$ cat src/hdl/smsu_pkg.sv
// Shared types and constants for the modal slosh state update block.
package smsu_pkg;

    // Sample, result and coefficient field widths
    localparam int IN_W    = 16;
    localparam int OUT_W   = 32;
    localparam int COEF_W  = 24;

    // Multiplier digit width (bits of the second operand per cycle)
    localparam int DIG_W   = 16;

    // Configuration port
    localparam int PDATA_W = 64;
    localparam int PADDR_W = 6;
    localparam int RIDX_W  = 3;

    localparam logic [RIDX_W-1:0] REG_A_POS_POS     = 3'd0;
    localparam logic [RIDX_W-1:0] REG_A_POS_VEL     = 3'd1;
    localparam logic [RIDX_W-1:0] REG_A_VEL_POS     = 3'd2;
    localparam logic [RIDX_W-1:0] REG_A_VEL_VEL     = 3'd3;
    localparam logic [RIDX_W-1:0] REG_INPUT_GAIN    = 3'd4;
    localparam logic [RIDX_W-1:0] REG_MOUNT_OFFSET  = 3'd5;
    localparam logic [RIDX_W-1:0] REG_HEIGHT_GAIN   = 3'd6;
    localparam logic [RIDX_W-1:0] REG_PARABOLA      = 3'd7;

    typedef enum logic [2:0] {
        ST_IDLE,
        ST_MUL_GO,
        ST_MUL_WAIT,
        ST_SQRT_GO,
        ST_SQRT_WAIT,
        ST_OUT
    } smsu_state_t;

endpackage

$ cat src/hdl/smsu_mul.sv
// Sequential signed multiplier, one 16-bit digit of the second operand per cycle.
module smsu_mul #(
    parameter int OP_W = 42
) (
    input  logic                       aclk,
    input  logic                       aresetn,
    input  logic                       start,
    input  logic signed [OP_W-1:0]     op_a,
    input  logic signed [OP_W-1:0]     op_b,
    output logic                       done,
    output logic signed [2*OP_W-1:0]   product
);
    import smsu_pkg::*;

    localparam int NDIG  = (OP_W + DIG_W - 1) / DIG_W;
    localparam int BM_W  = NDIG * DIG_W;
    localparam int CNT_W = $clog2(NDIG + 1);
    localparam int P_W   = 2 * OP_W;

    logic                       busy_reg;
    logic                       done_reg;
    logic [CNT_W-1:0]           cnt_reg;
    logic                       neg_reg;
    logic [OP_W-1:0]            am_reg;
    logic [BM_W-1:0]            bm_reg;
    logic [P_W-1:0]             acc_reg;
    logic signed [P_W-1:0]      p_reg;
    logic [OP_W+DIG_W-1:0]      part;
    logic [P_W-1:0]             acc_next;
    logic [OP_W-1:0]            a_mag;
    logic [OP_W-1:0]            b_mag;

    always_comb begin
        a_mag    = op_a[OP_W-1] ? OP_W'(-op_a) : OP_W'(op_a);
        b_mag    = op_b[OP_W-1] ? OP_W'(-op_b) : OP_W'(op_b);
        part     = am_reg * bm_reg[BM_W-1 -: DIG_W];
        acc_next = (acc_reg << DIG_W) + P_W'(part);
    end

    always_ff @(posedge aclk) begin
        if (!aresetn) begin
            busy_reg <= 1'b0;
            done_reg <= 1'b0;
            cnt_reg  <= '0;
        end else begin
            done_reg <= 1'b0;
            if (start) begin
                busy_reg <= 1'b1;
                cnt_reg  <= CNT_W'(NDIG);
            end else if (busy_reg) begin
                if (cnt_reg == '0) begin
                    busy_reg <= 1'b0;
                    done_reg <= 1'b1;
                end else begin
                    cnt_reg <= cnt_reg - 1'b1;
                end
            end
        end
    end

    always_ff @(posedge aclk) begin
        if (start) begin
            neg_reg <= op_a[OP_W-1] ^ op_b[OP_W-1];
            am_reg  <= a_mag;
            bm_reg  <= BM_W'(b_mag);
            acc_reg <= '0;
        end else if (busy_reg) begin
            if (cnt_reg == '0) begin
                p_reg <= neg_reg ? -$signed(acc_reg) : $signed(acc_reg);
            end else begin
                acc_reg <= acc_next;
                bm_reg  <= bm_reg << DIG_W;
            end
        end
    end

    assign done    = done_reg;
    assign product = p_reg;

endmodule

$ cat src/hdl/smsu_isqrt.sv
// Bit-serial floor integer square root, one result bit per cycle.
module smsu_isqrt #(
    parameter int RAD_W = 64
) (
    input  logic                 aclk,
    input  logic                 aresetn,
    input  logic                 start,
    input  logic [RAD_W-1:0]     radicand,
    output logic                 done,
    output logic [RAD_W/2-1:0]   root
);
    localparam int RW    = RAD_W / 2;
    localparam int CNT_W = $clog2(RW + 1);

    logic                busy_reg;
    logic                done_reg;
    logic [CNT_W-1:0]    cnt_reg;
    logic [RAD_W-1:0]    x_reg;
    logic [RW+2:0]       rem_reg;
    logic [RW-1:0]       root_reg;
    logic [RW+2:0]       rem_sh;
    logic [RW+2:0]       trial;
    logic [RW+2:0]       rem_next;
    logic [RW-1:0]       root_next;

    always_comb begin
        rem_sh = {rem_reg[RW:0], x_reg[RAD_W-1 -: 2]};
        trial  = {1'b0, root_reg, 2'b01};
        if (rem_sh >= trial) begin
            rem_next  = rem_sh - trial;
            root_next = {root_reg[RW-2:0], 1'b1};
        end else begin
            rem_next  = rem_sh;
            root_next = {root_reg[RW-2:0], 1'b0};
        end
    end

    always_ff @(posedge aclk) begin
        if (!aresetn) begin
            busy_reg <= 1'b0;
            done_reg <= 1'b0;
            cnt_reg  <= '0;
        end else begin
            done_reg <= 1'b0;
            if (start) begin
                busy_reg <= 1'b1;
                cnt_reg  <= CNT_W'(RW);
            end else if (busy_reg) begin
                cnt_reg <= cnt_reg - 1'b1;
                if (cnt_reg == CNT_W'(1)) begin
                    busy_reg <= 1'b0;
                    done_reg <= 1'b1;
                end
            end
        end
    end

    always_ff @(posedge aclk) begin
        if (start) begin
            x_reg    <= radicand;
            rem_reg  <= '0;
            root_reg <= '0;
        end else if (busy_reg) begin
            x_reg    <= x_reg << 2;
            rem_reg  <= rem_next;
            root_reg <= root_next;
        end
    end

    assign done = done_reg;
    assign root = root_reg;

endmodule

$ cat src/hdl/slosh_modal_state_update.sv
// Modal slosh state update: top level with sequencer, registers and result stage.
//
// Each accepted item (base acceleration x and y, yaw rate and yaw acceleration,
// Q5.10) corrects the acceleration for rotation at the mount offset, advances
// the x and y modal states (displacement and velocity, Q.16) through the 2x2
// discrete update held in the configuration registers, and returns the new
// state with the slosh height: the height gain times the modal radius plus
// parabola_coeff times yaw rate squared. State and height saturate. The block
// works on one item at a time and drops s_ready from acceptance until the
// result has been taken. It makes 21 passes through the single shared
// multiplier, which handles every product in turn (start, digit steps,
// sign fix-up, done), with the square root of the radius (start, one root
// bit per cycle, done) between the squares and the height products. Stalls
// on m_ready hold the block in its output state. Configuration registers
// sit at byte address 8*index on the APB port; the user must write them
// only while the block is idle, and the block itself does not enforce this.
module slosh_modal_state_update #(
    parameter int STATE_WIDTH = 32
) (
    input  logic                                  aclk,
    input  logic                                  aresetn,
    // input items
    input  logic                                  s_valid,
    output logic                                  s_ready,
    input  logic signed [smsu_pkg::IN_W-1:0]      s_accel_x,
    input  logic signed [smsu_pkg::IN_W-1:0]      s_accel_y,
    input  logic signed [smsu_pkg::IN_W-1:0]      s_yaw_rate,
    input  logic signed [smsu_pkg::IN_W-1:0]      s_yaw_accel,
    // result items
    output logic                                  m_valid,
    input  logic                                  m_ready,
    output logic signed [smsu_pkg::OUT_W-1:0]     m_disp_x,
    output logic signed [smsu_pkg::OUT_W-1:0]     m_vel_x,
    output logic signed [smsu_pkg::OUT_W-1:0]     m_disp_y,
    output logic signed [smsu_pkg::OUT_W-1:0]     m_vel_y,
    output logic [smsu_pkg::OUT_W-1:0]            m_slosh_height,
    // APB configuration
    input  logic                                  psel,
    input  logic                                  penable,
    input  logic                                  pwrite,
    input  logic [smsu_pkg::PADDR_W-1:0]          paddr,
    input  logic [smsu_pkg::PDATA_W-1:0]          pwdata,
    output logic [smsu_pkg::PDATA_W-1:0]          prdata,
    output logic                                  pready
);
    import smsu_pkg::*;

    // Operand width covers the state, the corrected acceleration and the root
    localparam int U_W   = 40;
    localparam int OP_W  = ((STATE_WIDTH > U_W) ? STATE_WIDTH : U_W) + 2;
    localparam int ACC_W = 2 * OP_W;
    localparam int RAD_W = 2 * STATE_WIDTH;
    localparam int W2_W  = 2 * IN_W;

    // Sequencer steps, one multiplier pass each
    localparam logic [4:0] STEP_W2     = 5'd0;   // w^2
    localparam logic [4:0] STEP_AR_X   = 5'd1;   // ax - alpha*ry
    localparam logic [4:0] STEP_WR_X   = 5'd2;   // - w^2*rx
    localparam logic [4:0] STEP_AR_Y   = 5'd3;   // ay + alpha*rx
    localparam logic [4:0] STEP_WR_Y   = 5'd4;   // - w^2*ry
    localparam logic [4:0] STEP_AXIS_X = 5'd5;   // six steps, x axis rows
    localparam logic [4:0] STEP_AXIS_Y = 5'd11;  // six steps, y axis rows
    localparam logic [4:0] STEP_SQ_X   = 5'd17;  // dx^2
    localparam logic [4:0] STEP_SQ_Y   = 5'd18;  // + dy^2
    localparam logic [4:0] STEP_HC     = 5'd19;  // height gain * radius
    localparam logic [4:0] STEP_PC     = 5'd20;  // + parabola_coeff * w^2

    // Configuration registers
    logic signed [COEF_W-1:0]   a_pp_reg;
    logic signed [COEF_W-1:0]   a_pv_reg;
    logic signed [COEF_W-1:0]   a_vp_reg;
    logic signed [COEF_W-1:0]   a_vv_reg;
    logic [2*COEF_W-1:0]        gain_pair_reg;
    logic [2*IN_W-1:0]          offset_pair_reg;
    logic [COEF_W-1:0]          hgt_gain_reg;
    logic [COEF_W-1:0]          parabola_reg;

    logic signed [COEF_W-1:0]   gain_d;
    logic signed [COEF_W-1:0]   gain_v;
    logic signed [IN_W-1:0]     off_x;
    logic signed [IN_W-1:0]     off_y;

    // Control
    smsu_state_t                state_reg;
    smsu_state_t                state_next;
    logic [4:0]                 step_reg;
    logic [4:0]                 step_next;
    logic                       mul_start;
    logic                       mul_done;
    logic                       sqrt_start;
    logic                       sqrt_done;
    logic                       mul_fire;

    // Latched item
    logic signed [IN_W-1:0]     accel_x_reg;
    logic signed [IN_W-1:0]     accel_y_reg;
    logic signed [IN_W-1:0]     yaw_rate_reg;
    logic signed [IN_W-1:0]     yaw_accel_reg;

    // Working values and modal state
    logic [W2_W-1:0]            w2_reg;
    logic signed [U_W-1:0]      ucx_reg;
    logic signed [U_W-1:0]      ucy_reg;
    logic signed [ACC_W-1:0]    acc_reg;
    logic signed [STATE_WIDTH-1:0] nd_reg;
    logic signed [STATE_WIDTH-1:0] dx_reg;
    logic signed [STATE_WIDTH-1:0] vx_reg;
    logic signed [STATE_WIDTH-1:0] dy_reg;
    logic signed [STATE_WIDTH-1:0] vy_reg;
    logic [RAD_W-1:0]           sq_reg;
    logic [STATE_WIDTH-1:0]     root;

    // Result stage
    logic signed [OUT_W-1:0]    m_disp_x_reg;
    logic signed [OUT_W-1:0]    m_vel_x_reg;
    logic signed [OUT_W-1:0]    m_disp_y_reg;
    logic signed [OUT_W-1:0]    m_vel_y_reg;
    logic [OUT_W-1:0]           m_height_reg;

    // Shared multiplier datapath
    logic signed [OP_W-1:0]     op_a;
    logic signed [OP_W-1:0]     op_b;
    logic signed [ACC_W-1:0]    mul_p;
    logic signed [ACC_W-1:0]    p_sh;
    logic signed [ACC_W-1:0]    base;
    logic signed [ACC_W-1:0]    sum;
    logic                       neg_term;
    logic                       axis_y;
    logic [2:0]                 row;
    logic signed [STATE_WIDTH-1:0] cur_d;
    logic signed [STATE_WIDTH-1:0] cur_v;
    logic signed [U_W-1:0]      cur_u;
    logic [STATE_WIDTH-1:0]     mag_dx;
    logic [STATE_WIDTH-1:0]     mag_dy;

    function automatic logic signed [STATE_WIDTH-1:0] sat_st(
        input logic signed [ACC_W-1:0] x
    );
        logic signed [ACC_W-1:0] hi;
        logic signed [ACC_W-1:0] lo;
        hi = {{(ACC_W-STATE_WIDTH+1){1'b0}}, {(STATE_WIDTH-1){1'b1}}};
        lo = ~hi;
        if (x > hi) begin
            return hi[STATE_WIDTH-1:0];
        end else if (x < lo) begin
            return lo[STATE_WIDTH-1:0];
        end
        return x[STATE_WIDTH-1:0];
    endfunction

    function automatic logic signed [OUT_W-1:0] sat_out(
        input logic signed [STATE_WIDTH-1:0] s
    );
        logic signed [ACC_W-1:0] x;
        logic signed [ACC_W-1:0] hi;
        logic signed [ACC_W-1:0] lo;
        x  = ACC_W'(s);
        hi = {{(ACC_W-OUT_W+1){1'b0}}, {(OUT_W-1){1'b1}}};
        lo = ~hi;
        if (x > hi) begin
            return hi[OUT_W-1:0];
        end else if (x < lo) begin
            return lo[OUT_W-1:0];
        end
        return x[OUT_W-1:0];
    endfunction

    function automatic logic [STATE_WIDTH-1:0] mag(
        input logic signed [STATE_WIDTH-1:0] s
    );
        return s[STATE_WIDTH-1] ? STATE_WIDTH'(-s) : STATE_WIDTH'(s);
    endfunction

    assign gain_d = $signed(gain_pair_reg[COEF_W-1:0]);
    assign gain_v = $signed(gain_pair_reg[2*COEF_W-1:COEF_W]);
    assign off_x  = $signed(offset_pair_reg[IN_W-1:0]);
    assign off_y  = $signed(offset_pair_reg[2*IN_W-1:IN_W]);

    // ---------------------------------------------------------------
    // APB register file; write completes on the access cycle
    // ---------------------------------------------------------------
    assign pready = 1'b1;

    always_ff @(posedge aclk) begin
        if (!aresetn) begin
            a_pp_reg         <= COEF_W'(24'sd4194304);
            a_pv_reg         <= '0;
            a_vp_reg         <= '0;
            a_vv_reg         <= COEF_W'(24'sd4194304);
            gain_pair_reg    <= '0;
            offset_pair_reg  <= '0;
            hgt_gain_reg     <= '0;
            parabola_reg     <= '0;
        end else if (psel && penable && pwrite && pready) begin
            unique case (paddr[PADDR_W-1 -: RIDX_W])
                REG_A_POS_POS:    a_pp_reg         <= pwdata[COEF_W-1:0];
                REG_A_POS_VEL:    a_pv_reg         <= pwdata[COEF_W-1:0];
                REG_A_VEL_POS:    a_vp_reg         <= pwdata[COEF_W-1:0];
                REG_A_VEL_VEL:    a_vv_reg         <= pwdata[COEF_W-1:0];
                REG_INPUT_GAIN:   gain_pair_reg    <= pwdata[2*COEF_W-1:0];
                REG_MOUNT_OFFSET: offset_pair_reg  <= pwdata[2*IN_W-1:0];
                REG_HEIGHT_GAIN:  hgt_gain_reg     <= pwdata[COEF_W-1:0];
                REG_PARABOLA:     parabola_reg     <= pwdata[COEF_W-1:0];
                default:          ;
            endcase
        end
    end

    always_comb begin
        unique case (paddr[PADDR_W-1 -: RIDX_W])
            REG_A_POS_POS:    prdata = PDATA_W'($unsigned(a_pp_reg));
            REG_A_POS_VEL:    prdata = PDATA_W'($unsigned(a_pv_reg));
            REG_A_VEL_POS:    prdata = PDATA_W'($unsigned(a_vp_reg));
            REG_A_VEL_VEL:    prdata = PDATA_W'($unsigned(a_vv_reg));
            REG_INPUT_GAIN:   prdata = PDATA_W'(gain_pair_reg);
            REG_MOUNT_OFFSET: prdata = PDATA_W'(offset_pair_reg);
            REG_HEIGHT_GAIN:  prdata = PDATA_W'(hgt_gain_reg);
            REG_PARABOLA:     prdata = PDATA_W'(parabola_reg);
            default:          prdata = '0;
        endcase
    end

    // ---------------------------------------------------------------
    // Sequencer
    // ---------------------------------------------------------------
    always_ff @(posedge aclk) begin
        if (!aresetn) begin
            state_reg <= ST_IDLE;
            step_reg  <= STEP_W2;
        end else begin
            state_reg <= state_next;
            step_reg  <= step_next;
        end
    end

    always_comb begin
        state_next = state_reg;
        step_next  = step_reg;
        s_ready    = 1'b0;
        m_valid    = 1'b0;
        mul_start  = 1'b0;
        sqrt_start = 1'b0;
        unique case (state_reg)
            ST_IDLE: begin
                s_ready = 1'b1;
                if (s_valid) begin
                    step_next  = STEP_W2;
                    state_next = ST_MUL_GO;
                end
            end
            ST_MUL_GO: begin
                mul_start  = 1'b1;
                state_next = ST_MUL_WAIT;
            end
            ST_MUL_WAIT: begin
                if (mul_done) begin
                    if (step_reg == STEP_SQ_Y) begin
                        state_next = ST_SQRT_GO;
                    end else if (step_reg == STEP_PC) begin
                        state_next = ST_OUT;
                    end else begin
                        step_next  = step_reg + 5'd1;
                        state_next = ST_MUL_GO;
                    end
                end
            end
            ST_SQRT_GO: begin
                sqrt_start = 1'b1;
                state_next = ST_SQRT_WAIT;
            end
            ST_SQRT_WAIT: begin
                if (sqrt_done) begin
                    step_next  = STEP_HC;
                    state_next = ST_MUL_GO;
                end
            end
            ST_OUT: begin
                m_valid = 1'b1;
                if (m_ready) begin
                    state_next = ST_IDLE;
                end
            end
            default: state_next = ST_IDLE;
        endcase
    end

    assign mul_fire = (state_reg == ST_MUL_WAIT) && mul_done;

    always_ff @(posedge aclk) begin
        if (s_valid && s_ready) begin
            accel_x_reg   <= s_accel_x;
            accel_y_reg   <= s_accel_y;
            yaw_rate_reg  <= s_yaw_rate;
            yaw_accel_reg <= s_yaw_accel;
        end
    end

    // ---------------------------------------------------------------
    // Operand selection and accumulate; each step is
    // sum = base +/- (product >>> shift), floor by arithmetic shift.
    // The w^2*r terms are floored first and then subtracted.
    // ---------------------------------------------------------------
    always_comb begin
        axis_y = (step_reg >= STEP_AXIS_Y);
        row    = 3'(step_reg - (axis_y ? STEP_AXIS_Y : STEP_AXIS_X));
        cur_d  = axis_y ? dy_reg : dx_reg;
        cur_v  = axis_y ? vy_reg : vx_reg;
        cur_u  = axis_y ? ucy_reg : ucx_reg;
        mag_dx = mag(dx_reg);
        mag_dy = mag(dy_reg);

        op_a     = '0;
        op_b     = '0;
        base     = '0;
        p_sh     = mul_p;
        neg_term = 1'b0;
        case (step_reg)
            STEP_W2: begin
                op_a = OP_W'(yaw_rate_reg);
                op_b = OP_W'(yaw_rate_reg);
            end
            STEP_AR_X: begin
                op_a = -OP_W'(yaw_accel_reg);
                op_b = OP_W'(off_y);
                base = ACC_W'(accel_x_reg) <<< 12;
            end
            STEP_WR_X: begin
                op_a     = OP_W'(w2_reg);
                op_b     = OP_W'(off_x);
                base     = acc_reg;
                p_sh     = mul_p >>> 10;
                neg_term = 1'b1;
            end
            STEP_AR_Y: begin
                op_a = OP_W'(yaw_accel_reg);
                op_b = OP_W'(off_x);
                base = ACC_W'(accel_y_reg) <<< 12;
            end
            STEP_WR_Y: begin
                op_a     = OP_W'(w2_reg);
                op_b     = OP_W'(off_y);
                base     = acc_reg;
                p_sh     = mul_p >>> 10;
                neg_term = 1'b1;
            end
            STEP_SQ_X: begin
                op_a = OP_W'(mag_dx);
                op_b = OP_W'(mag_dx);
            end
            STEP_SQ_Y: begin
                op_a = OP_W'(mag_dy);
                op_b = OP_W'(mag_dy);
                base = acc_reg;
            end
            STEP_HC: begin
                op_a = OP_W'(hgt_gain_reg);
                op_b = OP_W'(root);
                p_sh = mul_p >>> 16;
            end
            STEP_PC: begin
                op_a = OP_W'(parabola_reg);
                op_b = OP_W'(w2_reg);
                base = acc_reg;
                p_sh = mul_p >>> 28;
            end
            default: begin
                // state update rows: d' then v', three products each
                case (row)
                    3'd0: begin
                        op_a = OP_W'(a_pp_reg);
                        op_b = OP_W'(cur_d);
                        p_sh = mul_p >>> 22;
                    end
                    3'd1: begin
                        op_a = OP_W'(a_pv_reg);
                        op_b = OP_W'(cur_v);
                        base = acc_reg;
                        p_sh = mul_p >>> 22;
                    end
                    3'd2: begin
                        op_a = OP_W'(gain_d);
                        op_b = OP_W'(cur_u);
                        base = acc_reg;
                        p_sh = mul_p >>> 28;
                    end
                    3'd3: begin
                        op_a = OP_W'(a_vp_reg);
                        op_b = OP_W'(cur_d);
                        p_sh = mul_p >>> 22;
                    end
                    3'd4: begin
                        op_a = OP_W'(a_vv_reg);
                        op_b = OP_W'(cur_v);
                        base = acc_reg;
                        p_sh = mul_p >>> 22;
                    end
                    default: begin
                        op_a = OP_W'(gain_v);
                        op_b = OP_W'(cur_u);
                        base = acc_reg;
                        p_sh = mul_p >>> 28;
                    end
                endcase
            end
        endcase
        sum = neg_term ? (base - p_sh) : (base + p_sh);
    end

    // Modal state, cleared by reset
    always_ff @(posedge aclk) begin
        if (!aresetn) begin
            dx_reg <= '0;
            vx_reg <= '0;
            dy_reg <= '0;
            vy_reg <= '0;
        end else if (mul_fire && step_reg >= STEP_AXIS_X && step_reg < STEP_SQ_X
                     && row == 3'd5) begin
            // velocity row done: commit both halves of the axis
            if (axis_y) begin
                dy_reg <= nd_reg;
                vy_reg <= sat_st(sum);
            end else begin
                dx_reg <= nd_reg;
                vx_reg <= sat_st(sum);
            end
        end
    end

    // Working registers and result stage
    always_ff @(posedge aclk) begin
        if (mul_fire) begin
            acc_reg <= sum;
            case (step_reg)
                STEP_W2:   w2_reg  <= sum[W2_W-1:0];
                STEP_WR_X: ucx_reg <= sum[U_W-1:0];
                STEP_WR_Y: ucy_reg <= sum[U_W-1:0];
                STEP_SQ_Y: sq_reg  <= sum[RAD_W-1:0];
                STEP_PC: begin
                    m_disp_x_reg <= sat_out(dx_reg);
                    m_vel_x_reg  <= sat_out(vx_reg);
                    m_disp_y_reg <= sat_out(dy_reg);
                    m_vel_y_reg  <= sat_out(vy_reg);
                    m_height_reg <= (|sum[ACC_W-1:OUT_W]) ? '1 : sum[OUT_W-1:0];
                end
                default: begin
                    if (step_reg >= STEP_AXIS_X && step_reg < STEP_SQ_X && row == 3'd2) begin
                        nd_reg <= sat_st(sum);
                    end
                end
            endcase
        end
    end

    assign m_disp_x       = m_disp_x_reg;
    assign m_vel_x        = m_vel_x_reg;
    assign m_disp_y       = m_disp_y_reg;
    assign m_vel_y        = m_vel_y_reg;
    assign m_slosh_height = m_height_reg;

    // ---------------------------------------------------------------
    // Shared units
    // ---------------------------------------------------------------
    smsu_mul #(
        .OP_W (OP_W)
    ) u_mul (
        .aclk    (aclk),
        .aresetn (aresetn),
        .start   (mul_start),
        .op_a    (op_a),
        .op_b    (op_b),
        .done    (mul_done),
        .product (mul_p)
    );

    smsu_isqrt #(
        .RAD_W (RAD_W)
    ) u_isqrt (
        .aclk     (aclk),
        .aresetn  (aresetn),
        .start    (sqrt_start),
        .radicand (sq_reg),
        .done     (sqrt_done),
        .root     (root)
    );

    // ---------------------------------------------------------------
    // Assertions
    // ---------------------------------------------------------------
    a_mul_done_in_wait: assert property (@(posedge aclk) disable iff (!aresetn)
        mul_done |-> state_reg == ST_MUL_WAIT)
        else $error("multiplier result outside wait state");

    a_sqrt_done_in_wait: assert property (@(posedge aclk) disable iff (!aresetn)
        sqrt_done |-> state_reg == ST_SQRT_WAIT)
        else $error("square root result outside wait state");

    a_mul_not_instant: assert property (@(posedge aclk) disable iff (!aresetn)
        mul_start |=> !mul_done)
        else $error("multiplier finished the cycle after start");

    a_no_overlap: assert property (@(posedge aclk) disable iff (!aresetn)
        (s_valid && s_ready) |=> !m_valid && !s_ready)
        else $error("item accepted while another in flight");

endmodule

$ cat config.mk
export PLATFORM = sky130hd
export DESIGN_NAME = slosh_modal_state_update
export DESIGN_NICKNAME = d
export VERILOG_FILES = /design/src/hdl/smsu_pkg.sv /design/src/hdl/smsu_mul.sv /design/src/hdl/smsu_isqrt.sv /design/src/hdl/slosh_modal_state_update.sv
export SDC_FILE = /design/constraint.sdc
export NUM_CORES = 2
export LEC_CHECK = 0
export BUFFER_PORTS_ARGS = -buffer_cell sky130_fd_sc_hd__buf_4
export CELL_PAD_IN_SITES_DETAIL_PLACEMENT = 1
export CELL_PAD_IN_SITES_GLOBAL_PLACEMENT = 1
export CORE_ASPECT_RATIO = 0.8
export CORE_UTILIZATION = 40
export DETAILED_ROUTE_END_ITERATION = 7
export PLACE_DENSITY = 0.76
export SYNTH_ARGS = -nofsm -noshare
export SYNTH_HDL_FRONTEND = slang
export SYNTH_HIERARCHICAL = 1
export SYNTH_SLANG_ARGS = --single-unit
$ cat constraint.sdc
create_clock -name aclk -period 19.6 [get_ports aclk]
set_input_delay 1.96 -clock aclk [delete_from_list [all_inputs] [get_ports aclk]]
set_output_delay 1.96 -clock aclk [all_outputs]
set_load 0.01 [all_outputs]
==> flow_summary.toml <==
[route]
drt_wl_total_um = 373000
drtAntennaViolNets = 0
via_per_inst = 6.08
drtIter0Drc = 8966
dr.pass1.iters = 8
vias = 81600
wl_per_cell_um = 27.8
drc = 12

[die]
die_w_um = 542
die_y_um = 434
die_area_sq_mm = 0.235
rows = 158
coreArea_sq_mm = 0.232
ios = 368
initial_utilization_pct = 40.3

[grt]
grt.total_usage_pct = 31.1
grt_pass1_wl_um = 552000
antenna_found_initial = 25
grt.overflow.total = 0
grt_pass1_vias = 84500
grt_max_degree = 115

[clock_network]
cts_setup_buffers = 0
cts_tree = "yes"
clkLatencyLatePin_ns = 0.86
cts_hold_buf = 0
cts_root_buf = "clkbuf_16"
ctsResizeCount = 0
h-tree-depth = 4
cts_buffers = 147
path_clk_slew_ns = 0.06
cts.sinks = 1276
cts_max_path_buffers = 4

[cells_and_area]
final_common_cell = "nand2_1"
fillers = 26400
final_core_util_pct = 44.2
most-common-layout-cells = "nand2_1 (1847), inv_1 (904), a21oi_1 (764)"
layout.nets = 11200
syn_to_final_growth_pct = 9.86
drive_gt1_share_pct = 9.36

[outcome]
violations = "design-rule violations"
outcome = "complete, but fails checks"

[sta]
timing.slew.headroom_pct = 5.99
hold_viol = 0
tightest_slew_ns = 1.40
finalClockSkew_ns = 0.0956
rsz0062_at_grt = "no"
fmax_mhz = 82.7
finalSetupViolCount = 0
fin_crit_sh_pct = 61.7
slew_violations = 0
period_minus_slack_ns = 12.09
fin_setup_tns_ns = 0

[yosys]
synth_ff_type = "edfxtp_1"
ys_types = 114
ys_seq_area_share_pct = 35.4
ys_warn_count = 6
netlist_top_cells_area = "edfxtp_1 (24%), fa_1 (13%), dfxtp_1 (11%), nand2_1 (7.4%), a21oi_1 (4.1%)"
synth_edf_count = 749
syn_area_sq_mm = 0.0934
synth-seq-cells = 1276
synth_cells = 10400
yosysTopAreaCell = "edfxtp_1"
yosys.area.top_type_share_pct = 24.1
synthArstFlopShare_pct = 0
syn_area_per_cell_sq_um = 8.98

[worst_setup_path]
crit_buf_inv = 4
crit_slowest_cell = "xnor3_2"
path_class = "reg -> reg"
crit_top_cell = "a21oi_1"
crit_required_ns = 20.32
max_stage_delay_ns = 1.02
arrival_ns = 12.81
startpoint_type = "register"
crit_family = "simple AND/OR/NAND/NOR gates"
reg2reg_setup_slack_ns = 7.51
end_kind = "register"
worstPathMaxFanout = 43

[worst_hold_path]
hold_path_class = "reg -> reg"

[placed_design]
portBuffers = 331
hpwl_um = 276000
gp_congestion = 0.967

[job]
cap_viol_max_count = 0
[cell usage after synthesis, types with 47 or more instances]
library cell  count
a211oi_1         55
a21boi_0        100
a21o_1           75
a21oi_1         767
a221oi_1         55
a222oi_1         95
and2_1          370
and3_1           52
buf_4            49
clkbuf_1        722
dfxtp_1         527
edfxtp_1        749
fa_1            601
ha_1            281
inv_1           907
mux2_2           81
mux2i_1         174
nand2_1        1851
nand3_1         132
nand4_1         110
nor2_1          444
nor3_1          103
nor4_1           50
o21ai_0         434
o22ai_1          47
o31ai_1          94
or3_1            88
xnor2_1         292
xor2_1          180
[worst register-to-register path, delay by kind of cell, from the launching register on]
kind	cells	cell delay, ns
adders and majority gates	2	0.87
AOI/OAI and AO/OA	11	2.82
xor gates and xnor gates	2	1.50
buffers and inverters	4	1.94
and+or+nand+nor	11	4.27
DFF	1	0.62
[final cells by class]
cell class / instances / area (sq um) / share of cell area [%]
diodes: 5 / 12.5 / 0.0122
clock inverters: 66 / 753 / 0.734
repair buffers: 492 / 3720 / 3.62
clock buffers: 190 / 4100 / 3.99
flip-flops and latches: 1276 / 33100 / 32.2
inverters: 911 / 3430 / 3.34
multi-input cells: 7350 / 53600 / 52.3
well taps: 3120 / 3900 / 3.80
[metal layers]
layer  up-vias  share of wire (%)  global-route usage, %
met5         -              0.020                      0
met4        12                5.1                   14.3
met3       850                9.0                   6.21
met2      3891                 45                   49.2
met1     41700                 41                   40.9
li1      35100                  -                      -
[path summary, 6_finish.rpt]
check	endpoint	from	cells after the start
worst max-delay path	vx_reg[20]	step_reg[1]	30
worst min-delay path	m_vel_x[16]	vx_reg[16]	0
worst max register to register	vx_reg[20]	step_reg[1]	30
worst min register to register	m_vel_x[16]	vx_reg[16]	0
[cell families after synthesis]
group                    synth area share, %
AND/OR/NAND/NOR                         16.9
AO/OA/AOI/OAI                           15.9
adder cells (fa/ha/maj)                 16.6
flip-flops                              35.4
other                                0.00804
multiplexers                            3.11
XOR/XNOR                                4.48
buffers and inverters                   7.52
[metrics by stage]
| stage | instances | area, sq um | hold slack (ns) | setup WS, ns |
|---|---|---|---|---|
| final | 13400 | 103000 | 0.459 | 7.51 |
| after global routing | 13400 | 103000 | 0.469 | 6.91 |
| after CTS | 13400 | 103000 | 0.458 | 7.80 |
| after detailed placement | 13100 | 97700 | 0.439 | 7.85 |
| after global placement | 13100 | 97700 | 0.437 | 8.09 |
| after floorplan | 10400 | 93400 | 0.439 | 10.46 |
Power is left out: the tool's default activity adds up to more than one toggle a clock period on the data nets, which glitch-free logic cannot reach.
